### src/hw/rtl/m3i_pkg.sv
// Shared types and widths for the 3x3 matrix inverse block.
`default_nettype none
package m3i_pkg;

   localparam int ENTRY_WIDTH = 32;
   localparam int THR_WIDTH   = 31;
   localparam int COF_WIDTH   = 2 * ENTRY_WIDTH + 1;
   localparam int DET_WIDTH   = 3 * ENTRY_WIDTH + 1;
   localparam int MAG_WIDTH   = 3 * ENTRY_WIDTH;

   typedef struct packed {
      logic signed [ENTRY_WIDTH-1:0] m_r0c0;
      logic signed [ENTRY_WIDTH-1:0] m_r0c1;
      logic signed [ENTRY_WIDTH-1:0] m_r0c2;
      logic signed [ENTRY_WIDTH-1:0] m_r1c0;
      logic signed [ENTRY_WIDTH-1:0] m_r1c1;
      logic signed [ENTRY_WIDTH-1:0] m_r1c2;
      logic signed [ENTRY_WIDTH-1:0] m_r2c0;
      logic signed [ENTRY_WIDTH-1:0] m_r2c1;
      logic signed [ENTRY_WIDTH-1:0] m_r2c2;
   } req_word_type;

   typedef struct packed {
      logic signed [ENTRY_WIDTH-1:0] inv_r0c0;
      logic signed [ENTRY_WIDTH-1:0] inv_r0c1;
      logic signed [ENTRY_WIDTH-1:0] inv_r0c2;
      logic signed [ENTRY_WIDTH-1:0] inv_r1c0;
      logic signed [ENTRY_WIDTH-1:0] inv_r1c1;
      logic signed [ENTRY_WIDTH-1:0] inv_r1c2;
      logic signed [ENTRY_WIDTH-1:0] inv_r2c0;
      logic signed [ENTRY_WIDTH-1:0] inv_r2c1;
      logic signed [ENTRY_WIDTH-1:0] inv_r2c2;
      logic                          singular;
      logic                          clipped;
   } rsp_word_type;

   typedef struct packed {
      logic [8:0][COF_WIDTH-1:0] cof;
      logic [MAG_WIDTH-1:0]      det_mag;
      logic                      det_neg;
      logic                      singular;
   } task_word_type;

   typedef struct packed {
      logic start;
      logic step;
   } lane_ctl_type;

   typedef enum logic [1:0] {
      BK_IDLE,
      BK_RUN,
      BK_DONE
   } back_state_type;

endpackage
`default_nettype wire

### src/hw/rtl/m3i_fifo.sv
// Two-entry queue between the front pipeline and the divider back end.
`default_nettype none
module m3i_fifo (
   input  wire logic                   clock,
   input  wire logic                   reset,
   input  wire logic                   push,
   input  wire m3i_pkg::task_word_type push_word,
   output logic                        full,
   input  wire logic                   pop,
   output logic                        head_valid,
   output m3i_pkg::task_word_type      head_word
);
   import m3i_pkg::*;

   task_word_type mem_ff [2];
   logic          wr_ptr_ff, wr_ptr_in;
   logic          rd_ptr_ff, rd_ptr_in;
   logic [1:0]    cnt_ff, cnt_in;

   assign full       = (cnt_ff == 2'd2);
   assign head_valid = (cnt_ff != 2'd0);
   assign head_word  = mem_ff[rd_ptr_ff];

   always_comb begin
      wr_ptr_in = push ? ~wr_ptr_ff : wr_ptr_ff;
      rd_ptr_in = pop ? ~rd_ptr_ff : rd_ptr_ff;
      cnt_in    = cnt_ff + {1'b0, push} - {1'b0, pop};
   end

   always_ff @(posedge clock) begin
      if (push) begin
         mem_ff[wr_ptr_ff] <= push_word;
      end
      if (reset) begin
         wr_ptr_ff <= 1'b0;
         rd_ptr_ff <= 1'b0;
         cnt_ff    <= 2'd0;
      end else begin
         wr_ptr_ff <= wr_ptr_in;
         rd_ptr_ff <= rd_ptr_in;
         cnt_ff    <= cnt_in;
      end
   end

endmodule
`default_nettype wire

### config.mk
export PLATFORM = sky130hd
export DESIGN_NAME = m3i_fifo
export DESIGN_NICKNAME = d
export VERILOG_FILES = /design/src/hw/rtl/m3i_pkg.sv /design/src/hw/rtl/m3i_fifo.sv
export SDC_FILE = /design/constraint.sdc
export NUM_CORES = 1
export LEC_CHECK = 0
export ABC_AREA = 1
export ABC_CLOCK_PERIOD_IN_PS = 42600
export BUFFER_PORTS_ARGS = -buffer_cell sky130_fd_sc_hd__buf_2
export CORE_AREA = 2 2 537 539
export DETAILED_ROUTE_END_ITERATION = 8
export DIE_AREA = 0 0 539 541
export GPL_TIMING_DRIVEN = 0
export PLACE_DENSITY = 0.4
export SYNTH_ARGS = -nofsm -noshare
export SYNTH_HDL_FRONTEND = slang
export SYNTH_SLANG_ARGS = --single-unit
### constraint.sdc
create_clock -name clock -period 42.6 [get_ports clock]
set_input_delay 2.13 -clock clock [delete_from_list [all_inputs] [get_ports clock]]
set_output_delay 2.13 -clock clock [all_outputs]
set_load 0.005 [all_outputs]
# Yosys cells after proc, flatten, opt, wreduce, memory -nomap -nowiden

Memories as Yosys holds them, arrays and structs flattened. A register that Yosys moved wholly into a read port is not among the register bits.
Index checks and enable logic that the tools add are counted.

Memories: 1
Register bits after elaboration: 4
Logic and storage cells: 14
Bits in writable memories: 1366

Muxes and demuxes: 4
Add/subtract/negate cells: 2
Eq/ne operators: 1
Bitwise operators: 2
Reduce and logical (&&, ||, !) cells: 1

Memories:

| name   | depth | width | rd ports | clocked after Yosys merged registers in | write ports | line           | source |
|---|---|---|---|---|---|---|---|
| mem_ff | 2     | 683   | 1        | 1                                       | 1           | m3i_fifo.sv:15 | `task_word_type mem_ff [2];` |

Operators by type and width:

| cell                                  | number |
|---|---|
| two-way mux 1 bit                     | 4 |
| adder 2 x 1 -> 2 bit                  | 1 |
| == test 2 bit (second input constant) | 1 |
| inverter 1 bit                        | 2 |
| nonzero test 2 bit                    | 1 |
| subtractor 2 x 1 -> 2 bit             | 1 |

# Depth between registers and ports, before layout

Depth in word-level cells: 3
Mapped depth: 9

# Worst setup path after synthesis

No wires, ideal clock.

Path kind: input-to-reg
Start: input port push
End: memory mem_ff[0][0] (netlist bit), enable pin
Data required time: 40.832 ns
Data arrival time: 30.677 ns
Stages: 2
Path slack: 10.156 ns
Buffers on the path: 0
Cell sequence: inv_1 -> nor2_1

Cells in the longest elaborated chain, start to end: 2

Ends and longest elaborated chain:

| item                                    | line           | source |
|---|---|---|
| start, declared                         | m3i_fifo.sv:6  | `input wire logic push,` |
| two-way mux 1 bit                       | m3i_fifo.sv:31 | `if (push) begin` |
| two-way mux 1 bit (not written as such) | m3i_fifo.sv:32 | `mem_ff[wr_ptr_ff] <= push_word;` |
| end, declared                           | m3i_fifo.sv:15 |  |

No other way between the ends.

==> impl_metrics.csv <==
group,metric,value,unit
yosys,synthXorXnorAreaFrac,0.000175,
cells_and_area,drive_gt1_frac,0.618,
yosys,synthTopCellsByCount,"edfxtp_1, mux2_2, clkbuf_8",
clock_tree,cts-htree-levels,4,
outcome,status,"finished, final reports clean",
timing,drv_slew,0,
power,swShare,0.240,
timing,fin_crit_sh,0.111,
die,die-area,292000,µm²
yosys,synth_top_family_by_area,"multiplexers",
yosys,synth.area.top_cells,"edfxtp_1, mux2_2, clkbuf_8",
clock_tree,cts_sinks,1371,
die,core_area,286000,µm²
routing,num_vias,27500,
clock_tree,cts_resized,0,
timing,slew-limit-headroom,0.514,
critical_path,cp.required,40470,ps
yosys,ys_seq_area_frac,0.824,
yosys,syn_nets,2845,
yosys,synth-simple-area-share,0.00110,
flow_run,maxCapViolCount,0,
global_route,grt_max_degree,108,
timing,finalClockSkew,31.5,ps
global_route,grtUsageTotal,0.126,
yosys,synth_top_area_share,0.822,
min_path,min_path_type,"register to register",
placed_design,post-place-ws,37710,ps
power,combPwrFrac,0.109,
critical_path,path_max_fanout,10,
yosys,synth-edff-count,1366,
clock_tree,cts_max_path_buffers,4,
routing,wl_per_cell,24.9,µm
routing,ant_nets,0,
routing,drtPass1Iterations,5,
power,power_density,49.0,nW/µm²
die,pin_count,1372,
timing,final-setup-viol-count,0,
yosys,async_flop_share,0,
clock_tree,tritoncts,"done",
timing,hold_violations,0,
yosys,synth_fa_ha_area_frac,0.000501,
cells_and_area,final_area,67700,µm²
clock_tree,clkLatencyLatePin,820,ps
timing,finalWorstSetupSlack,37870,ps
timing,period_needed,4730,ps
yosys,synth_mux_area_frac,0.154,
yosys,ys_seq_elements,1371,
clock_tree,clock-root-buffer,"clkbuf_16",
placed_design,portBuffers,1371,
cells_and_area,synthToLayoutAreaGrowth,35.6,%
cells_and_area,nets,4424,
power,ir_drop,0.0000290,V
yosys,synth_cells,2156,
yosys,synth_compound_area_frac,0.000100,
critical_path,crit_path_end_kind,"output pin",
die,initial_core_util,0.174,
yosys,yosysUniqueCellTypes,14,
power,p_clk_frac,0.415,
global_route,grt_pass1_vias,28800,
placed_design,place_area,62300,µm²
yosys,yosysMostFrequentCell,"edfxtp_1",
die,die_w,539,µm
die,dieHeight,541,µm
yosys,synth_flop_cell,"edfxtp_1",
routing,drt-total-wl,191000,µm
die,std_cell_rows,197,
yosys,synthesis.area,49900,µm²
power,intPower,2.52,mW
yosys,ys_warn_count,0,
clock_tree,numCtsBuffers,169,
routing,initialDrtViolationCount,1521,
cells_and_area,finalCoreUtilization,0.236,
timing,hold_ws,515,ps
global_route,antenna_found_initial,154,
global_route,overflow,0,
critical_path,cp_data_arrival_time,2600,ps
clock_tree,clkTransAtPathRegs,60,ps
yosys,synth_area_leader_cell,"edfxtp_1",
clock_tree,cts_setup_buffers,0,
yosys,avgSynthCellArea,23.1,µm²
power,leakage,24.3,nW
timing,max_freq,0.212,GHz
critical_path,crit_type,"register to output pin",
timing,worst_pin_slew,729,ps
cells_and_area,num-fill-cells,30000,
routing,drc_errors,0,
clock_tree,cts.hold.buffers_added,0,
power,power_switching,0.795,mW
placed_design,post-dp-hpwl,150000,µm
critical_path,cp-start-kind,"register",
routing,viasPerCell,3.58,
global_route,grt_first_pass_wirelength,252000,µm
timing,rsz0062_at_grt,"no",
power,power_frac_seq,0.476,
placed_design,globalplace.congestion,0.860,
[flip-flops by register name (all words and copies together) (netlist names), named ones only]
register / flops
cnt_ff: 2
mem_ff: 1366
rd_ptr_ff: 1
wr_ptr_ff: 1
[final cells by class]
class,instances,area (µm²),area share
plain buffers,76,975,0.0144
well taps,3781,4730,0.0699
clock inverters,92,842,0.0124
multi-input cells,701,7790,0.115
repair buffers,1408,7680,0.113
clock buffers,211,4410,0.0651
diodes,35,87.6,0.00129
inverters,8,37.5,0.000555
flip-flops and latches,1371,41100,0.608
[cells in the final DEF, fill, tap and decap left out, types with 5 or more instances in the layout]
| cell type | count |
|---|---|
| clkbuf_1 | 41 |
| nand2_1 | 5 |
| buf_12 | 27 |
| edfxtp_1 | 1366 |
| clkbuf_16 | 170 |
| dfxtp_1 | 5 |
| bufinv_16 | 10 |
| diode_2 | 35 |
| inv_1 | 7 |
| buf_2 | 1372 |
| clkinv_1 | 42 |
| clkbuf_8 | 50 |
| buf_16 | 10 |
| buf_6 | 25 |
| clkinv_2 | 16 |
| mux2_2 | 683 |
| nor2_1 | 6 |
| inv_6 | 7 |
[kinds of logic after synthesis]
logic type / after synthesis
fa+ha+maj: 2
compound gates: 1
flops: 1371
xor+xnor: 1
simple gates: 14
buf+inv: 84
mux: 683
[per-layer routing]
layer  track usage  part of all wire  vias to the layer above
li1              -                 -                    11900
met1         0.134              0.36                    13700
met2         0.213              0.48                     1316
met3        0.0735              0.13                      442
met4        0.0271             0.023                      144
met5             0            0.0050                        -
[through the flow]
stage	total power, mW	TNS (ps)	instances
global placement	2.09	-9891620	7308
global route	3.45	0	7655
floorplan	1.82	0	2156
CTS	3.39	0	7648
finish	3.32	0	7683
detailed placement	1.98	0	7345
[final timing paths]
kind / end / startpoint / cells after the start / slack (ps)
worst max-delay path: head_word[489] / register / 5 / 37870
worst min-delay path: rd_ptr_ff$_SDFFE_PP0P_ / rd_ptr_ff$_SDFFE_PP0P_ / 2 / 520
worst max register to register: mem_ff[1][496]$_DFFE_PP_ / wr_ptr_ff$_SDFFE_PP0P_ / 5 / 39670
worst min register to register: rd_ptr_ff$_SDFFE_PP0P_ / rd_ptr_ff$_SDFFE_PP0P_ / 2 / 520
[power by group through the flow]
| stage | clock [mW] | sequential (mW) | combinational [mW] |
|---|---|---|---|
| floorplan | 0 | 1.67 | 0.151 |
| global placement | 0 | 1.73 | 0.361 |
| detailed placement | 0 | 1.61 | 0.375 |
| CTS | 1.44 | 1.58 | 0.377 |
| global route | 1.48 | 1.58 | 0.388 |
| finish | 1.38 | 1.58 | 0.362 |
[critical path, cell delays in order (launching register included)]
cell and delay (ps):
dfxtp_1 320, buf_6 250, buf_6 290, clkbuf_8 250, mux2_2 440, buf_2 180
Note: power is estimated with default switching activity, not from simulation.
